File: src/rtl/siar_pkg.sv
// shared types, command codes and constants for the signed alu with round
// no dependencies
`timescale 1ns / 1ps
`default_nettype none
package siar_pkg;

    localparam int unsigned W = 64;
    localparam int unsigned MAX_DIGITS = 18;
    localparam int unsigned MUL_HALF = 32;
    // one bit of quotient per divider stage
    localparam int unsigned DIV_STAGES = W;

    typedef enum logic [3:0] {
        CMD_ADD = 4'd0,
        CMD_SUB = 4'd1,
        CMD_MUL = 4'd2,
        CMD_DIV = 4'd3,
        CMD_MOD = 4'd4,
        CMD_NEG = 4'd5,
        CMD_ABS = 4'd6,
        CMD_SGN = 4'd7,
        CMD_RND = 4'd8,
        CMD_MIN = 4'd9,
        CMD_MAX = 4'd10
    } t_cmd;

    typedef struct packed {
        logic [3:0]          command;
        logic signed [W-1:0] left_operand;
        logic signed [W-1:0] right_operand;
    } t_in;

    typedef struct packed {
        logic signed [W-1:0] value;
        logic                numeric_error;
    } t_out;

    // operation decoded in the front stage, carried alongside the divider
    typedef struct packed {
        logic [3:0]   command;
        logic [W-1:0] quick_value;  // result for commands computed in the front stage
        logic         quick_err;
        logic         is_div;       // quotient path used (div, round)
        logic         is_mod;
        logic         is_rnd;
        logic         q_neg;        // negate quotient
        logic         r_neg;        // negate remainder
        logic [W-1:0] divisor;      // magnitude of divisor
    } t_ctl;

    function automatic logic [W-1:0] pow_ten(input logic [4:0] n);
        logic [W-1:0] p;
        p = 64'd1;
        case (n)
            5'd0:  p = 64'd1;
            5'd1:  p = 64'd10;
            5'd2:  p = 64'd100;
            5'd3:  p = 64'd1000;
            5'd4:  p = 64'd10000;
            5'd5:  p = 64'd100000;
            5'd6:  p = 64'd1000000;
            5'd7:  p = 64'd10000000;
            5'd8:  p = 64'd100000000;
            5'd9:  p = 64'd1000000000;
            5'd10: p = 64'd10000000000;
            5'd11: p = 64'd100000000000;
            5'd12: p = 64'd1000000000000;
            5'd13: p = 64'd10000000000000;
            5'd14: p = 64'd100000000000000;
            5'd15: p = 64'd1000000000000000;
            5'd16: p = 64'd10000000000000000;
            5'd17: p = 64'd100000000000000000;
            5'd18: p = 64'd1000000000000000000;
            default: p = 64'd1;
        endcase
        return p;
    endfunction

endpackage
`default_nettype wire

File: src/rtl/siar_div_stage.sv
// one restoring divider step: one quotient bit per stage
// depends on siar_pkg
`timescale 1ns / 1ps
`default_nettype none
module siar_div_stage (
    input  wire logic                 i_clk,
    input  wire logic                 i_rst_n,
    input  wire logic                 i_valid,
    input  wire siar_pkg::t_ctl       i_ctl,
    input  wire logic [siar_pkg::W-1:0] i_rem,
    input  wire logic [siar_pkg::W-1:0] i_quo,
    input  wire logic [siar_pkg::W-1:0] i_mul_lo,
    output logic                      o_valid,
    output siar_pkg::t_ctl            o_ctl,
    output logic [siar_pkg::W-1:0]    o_rem,
    output logic [siar_pkg::W-1:0]    o_quo,
    output logic [siar_pkg::W-1:0]    o_mul_lo
);
    localparam int unsigned W = siar_pkg::W;

    logic [W:0]   shifted, diff;
    logic [W-1:0] n_rem, n_quo;
    logic         r_valid;
    siar_pkg::t_ctl r_ctl;
    logic [W-1:0] r_rem, r_quo, r_mul_lo;

    // shift in next dividend bit, trial subtract
    always_comb begin
        shifted = {i_rem, i_quo[W-1]};
        diff    = shifted - {1'b0, i_ctl.divisor};
        if (!diff[W]) begin
            n_rem = diff[W-1:0];
            n_quo = {i_quo[W-2:0], 1'b1};
        end else begin
            n_rem = shifted[W-1:0];
            n_quo = {i_quo[W-2:0], 1'b0};
        end
    end

    always_ff @(posedge i_clk) begin
        if (!i_rst_n) begin
            r_valid <= 1'b0;
        end else begin
            r_valid <= i_valid;
        end
        r_ctl    <= i_ctl;
        r_rem    <= n_rem;
        r_quo    <= n_quo;
        r_mul_lo <= i_mul_lo;
    end

    assign o_valid  = r_valid;
    assign o_ctl    = r_ctl;
    assign o_rem    = r_rem;
    assign o_quo    = r_quo;
    assign o_mul_lo = r_mul_lo;
endmodule
`default_nettype wire

File: config.mk
export PLATFORM = sky130hd
export DESIGN_NAME = siar_div_stage
export DESIGN_NICKNAME = d
export VERILOG_FILES = /design/src/rtl/siar_pkg.sv /design/src/rtl/siar_div_stage.sv
export SDC_FILE = /design/constraint.sdc
export NUM_CORES = 1
export LEC_CHECK = 0
export ABC_CLOCK_PERIOD_IN_PS = 10000
export BUFFER_PORTS_ARGS = -buffer_cell sky130_fd_sc_hd__buf_2
export CAP_MARGIN = 20
export CORE_AREA = 5 5 256 258
export CTS_CLUSTER_DIAMETER = 120
export DETAILED_ROUTE_END_ITERATION = 8
export DIE_AREA = 0 0 261 263
export GPL_TIMING_DRIVEN = 0
export PLACE_DENSITY = 0.41
export SYNTH_ARGS = -nofsm -noshare
export SYNTH_HDL_FRONTEND = slang
export SYNTH_SLANG_ARGS = --single-unit
File: constraint.sdc
create_clock -name i_clk -period 10 [get_ports i_clk]
set_input_delay 1 -clock i_clk [delete_from_list [all_inputs] [get_ports i_clk]]
set_output_delay 1 -clock i_clk [all_outputs]
set_load 0.02 [all_outputs]
Yosys cells after proc, flatten, opt, wreduce, memory -nomap -nowiden
Cells that the tools add are included.
{ "word_totals": {"regBits": 331, "out_inout_bits": 331, "word_cells": 16, "in_bits": 333} }
{ "classes": {"n_mux": 2, "add_sub_neg": 1} }
{ "op_table": {"columns": ["op", "n"], "rows": [
  ["$sub A65 B64 Y65", 1],
  ["$mux W64", 1],
  ["$mux W1", 1]
]} }

Logic depth before layout (Yosys ltp)
{ "depth": {"depth_word": 2, "mapped_depth": 14, "mapped_depth_nobuf": 13} }

Least setup slack after synthesis
Ideal clock, no wire load.
{ "synth_path": {"path_kind": "in2reg", "start": "in i_ctl[26] (netlist bit)", "end": "reg r_rem[59], in the netlist o_rem[59]", "setup_ps": 123, "path_buffers": 0, "arrival_time_ps": 3770, "required_ps": 9877, "slack_ps": 6106, "path_stages": 10, "path_cell_list": "inv_1 > ha_1 > a21o_1 > or4b_1 > or4b_4 > a311o_1 > a211oi_2 > o21ai_1 > mux2i_1 > mux2_1"} }
{ "synth_between": {"elab_chain_cells": 2} }
{ "synth_rtl": {"columns": ["item", "line_no", "rtl"], "rows": [
  ["start: declaration", "siar_div_stage.sv:9", "input wire siar_pkg::t_ctl i_ctl,"],
  ["$sub A65 B64 Y65", "siar_div_stage.sv:30", "diff = shifted - {1'b0, i_ctl.divisor};"],
  ["$mux W64", "siar_div_stage.sv:31", "if (!diff[W]) begin"],
  ["via n_rem[59]", "siar_div_stage.sv:22", "logic [W-1:0] n_rem, n_quo;"],
  ["end signal: assignment", "siar_div_stage.sv:47", "r_rem <= n_rem;"],
  ["end: declaration", "siar_div_stage.sv:25", "logic [W-1:0] r_rem, r_quo, r_mul_lo;"]
]} }
The timed path passes the listed nets, and every way through them passes these cells.
A chain may end at the register's enable or synchronous reset.

Worst setup path in the final report
{ "layout_path": {"start": "in i_ctl[27] (netlist bit)", "end": "reg r_rem[32], in the netlist o_rem[32]"} }
Same word-level chain as after synthesis.

==> results_dict.tcl <==
set metrics [dict create \
    layout_worst_path_cycle_share 0.433 \
    wirelength_mm 58.4 \
    i_o_pin_count 664 \
    crit_path_max_fanout 10 \
    via_count 10600 \
    synth_top_cells_by_area "dfxtp_1 57%, ha_1 6.9%, mux2_1 4.6%, a21oi_1 3.3%, inv_1 2.8%" \
    gr-usage-met3 0.0608 \
    powerDensity_nw_per_um2 212 \
    h_tree_level_count 2 \
    grt_first_pass_wirelength_mm 80.1 \
    max_slew.worst_pin.slew_ps 965 \
    post_synth_inst_count 1074 \
    globalRoute.busiestLayer "met2" \
    fin_setup_tns_ps 0 \
    firstDrtPassIters 5 \
    most_instantiated_flip_flop_cell_in_the_synthesis_netlist "dfxtp_1" \
    std_cell_rows 92 \
    clock_tree.root_cell "clkbuf_16" \
    gr-usage-met2 0.285 \
    synth_sequential_area_ratio 0.568 \
    antenna_found_initial 37 \
    detailedPlacementHpwl_mm 49.9 \
    postCtsSetupBuffers 0 \
    cp.arrival_ps 4740 \
    status "complete, no violations" \
    overall_overflow_remaining_after_global_route 0 \
    yosys.cell_count.top_type "dfxtp_1" \
    xor_and_xnor_fraction_of_the_mapped_netlist_area 0.0428 \
    crit_required_ps 10420 \
    drc_violation_count_after_routing 0 \
    area.growth.synth_to_final_pct 48.8 \
    cts_repair_resize_count 0 \
    tritoncts "done" \
    netlist_area_um2 11700 \
    cp-startpoint "i_ctl[27]" \
    first_global_vias 11000 \
    synth_compound_gate_area_share 0.132 \
    post_cts_hold_buffer_count 0 \
    max_cap_viol_count 0 \
    postSynthAreaPerCell_um2 10.9 \
    floorplan.initialDensity 0.186 \
    yosys.area.top_type_share 0.568 \
    drt-wirelength-per-cell_um 21.9 \
    warnings_from_yosys 0 \
    max_freq_mhz 231 \
    rsz0062_at_grt "no" \
    ys_ff_latch 331 \
    setup_viol 0 \
    crit_path_end_kind "register" \
    crit_path_end "o_rem[32]" \
    vdd_ir_drop_max_mv 0.119 \
    detailedRoute.firstIterationViolations 506 \
    groute.layer.met1.usage 0.170 \
    cts-buffers-inserted 39 \
    clock_path_buffers 3 \
    synth_simple_gate_area_share 0.0867 \
    chipHeight_um 263 \
    width_of_the_die_um 261 \
    holdCritPathClass "primary input to register" \
    via_per_inst 3.99 \
    place.gp.congestion 0.876 \
    finalNetCount 2176 \
    max_slew_margin 0.350 \
    synth_top_family_by_area "compound AO/OA/AOI/OAI gates" \
    most_area_hungry_cell_type_in_the_yosys_netlist "dfxtp_1" \
    clkTransAtPathRegs_ps 70 \
    hold_start "i_quo[48]" \
    report.final.hold_viol_count 0 \
    finalMaxSlewViolations 0 \
    finalCriticalPeriod_ps 4330 \
    number_of_nets_still_failing_antenna_checks_after_routing 0 \
    clock_sink_total 331 \
    buffer_ports.inserted 663 \
    final_util 0.277 \
    maximum_number_of_pins_on_one_net_before_global_route_repair 14 \
    post_synth_most_frequent_cells "331 x dfxtp_1, 87 x inv_1, 78 x a21oi_1, 64 x ha_1, 62 x nand2_1" \
    critical_path.startpoint_type "primary input" \
    yosysUniqueCellTypes 71 \
    synth.net_count 1472 \
    die_outline_area_um2 68600 \
    synth_edf_count 0 \
    async_reset_ff_frac 0 \
    power_leakage_nw 8.48 \
    globalRouteTotalUtil 0.160 \
    layout-drive-gt1-share 0.416 \
    adder_cell_fraction_of_synth_area 0.0703 \
    synth.area.mux_share 0.0605 \
    placeableCoreArea_um2 62700 \
    timing_worst_setup_path_type "primary input to register" \
]
[area by class of cell]
type | instances | area (µm²)
Antenna cell | 14 | 35.0
Multi-Input combinational cell | 622 | 4590
Clock inverter | 16 | 199
Buffer | 33 | 135
Timing Repair Buffer | 663 | 3320
Clock buffer | 52 | 1070
Inverter | 88 | 330
Fill cell | 6770 | 45400
Sequential cell | 331 | 6630
Tap cell | 846 | 1060
[stage by stage]
stage	setup slack (ps)	cell area (µm²)	instances	hold WS (ps)	power, mW
finish	5670	17400	2665	520	3.68
global route	5310	17300	2653	496	3.87
CTS	5560	17300	2651	480	3.76
detailed placement	4990	16100	2583	1100	2.30
global placement	4790	16000	2583	1100	2.30
floorplan	6110	11700	1074	1030	1.95
[kinds of logic after synthesis]
| logic type | after synthesis |
|---|---|
| flops | 331 |
| compound gates | 236 |
| simple gates | 201 |
| buf+inv | 121 |
| fa+ha+maj | 65 |
| mux | 63 |
| xor+xnor | 57 |
[critical path, cell delays in order]
cell     delay, ps
buf_2          150
inv_1           60
ha_1           270
buf_2          240
nand4_1        180
nor4b_2        510
nand4_1        150
o22a_1         290
a21oi_1        230
o21ai_1        140
and2_1         230
o211a_2        360
inv_2          180
buf_2          310
mux2_1         420
[state kept, by name (all words and copies together) (netlist names)]
signal	count
o_mul_lo	64
o_rem	64
o_valid	1
o_quo	64
o_ctl	138
[placed cells by master (no fill, tap or decap), types with 9 or more instances in the layout]
master / count
a21o_1: 32
a21oi_1: 78
and3_1: 9
buf_2: 669
clkbuf_1: 34
clkbuf_16: 39
dfxtp_1: 331
diode_2: 14
ha_1: 64
inv_1: 87
mux2_1: 48
nand2_1: 62
nand3_1: 10
nand4_1: 22
nor2_1: 42
nor2b_1: 11
o21ai_0: 19
o21ai_1: 17
o21bai_1: 15
xnor2_1: 34
xor2_1: 23
[worst min-delay path by stage]
stage                         endpoint  slack, ps  cells after the start
after floorplan               o_ctl[0]       1030                      0
after global placement       o_ctl[88]       1100                      1
after detailed placement     o_quo[30]       1100                      1
after CTS                 o_mul_lo[19]        480                      1
after global routing      o_mul_lo[43]        500                      1
final                        o_quo[49]        520                      1
[per-layer routing]
layer / share of wire / vias to the layer above
li1: - / 5152
met1: 0.36 / 4881
met2: 0.49 / 454
met3: 0.099 / 122
met4: 0.043 / 32
met5: 0.0037 / -
[where the power goes]
group / total, mW / leakage [nW] / switching [mW] / internal, mW
Clock: 1.43 / 0.607 / 0.609 / 0.818
Sequential: 1.47 / 2.79 / 0.0296 / 1.44
Combinational: 0.783 / 5.08 / 0.496 / 0.287
No activity file was read; power rests on OpenSTA's default activity.
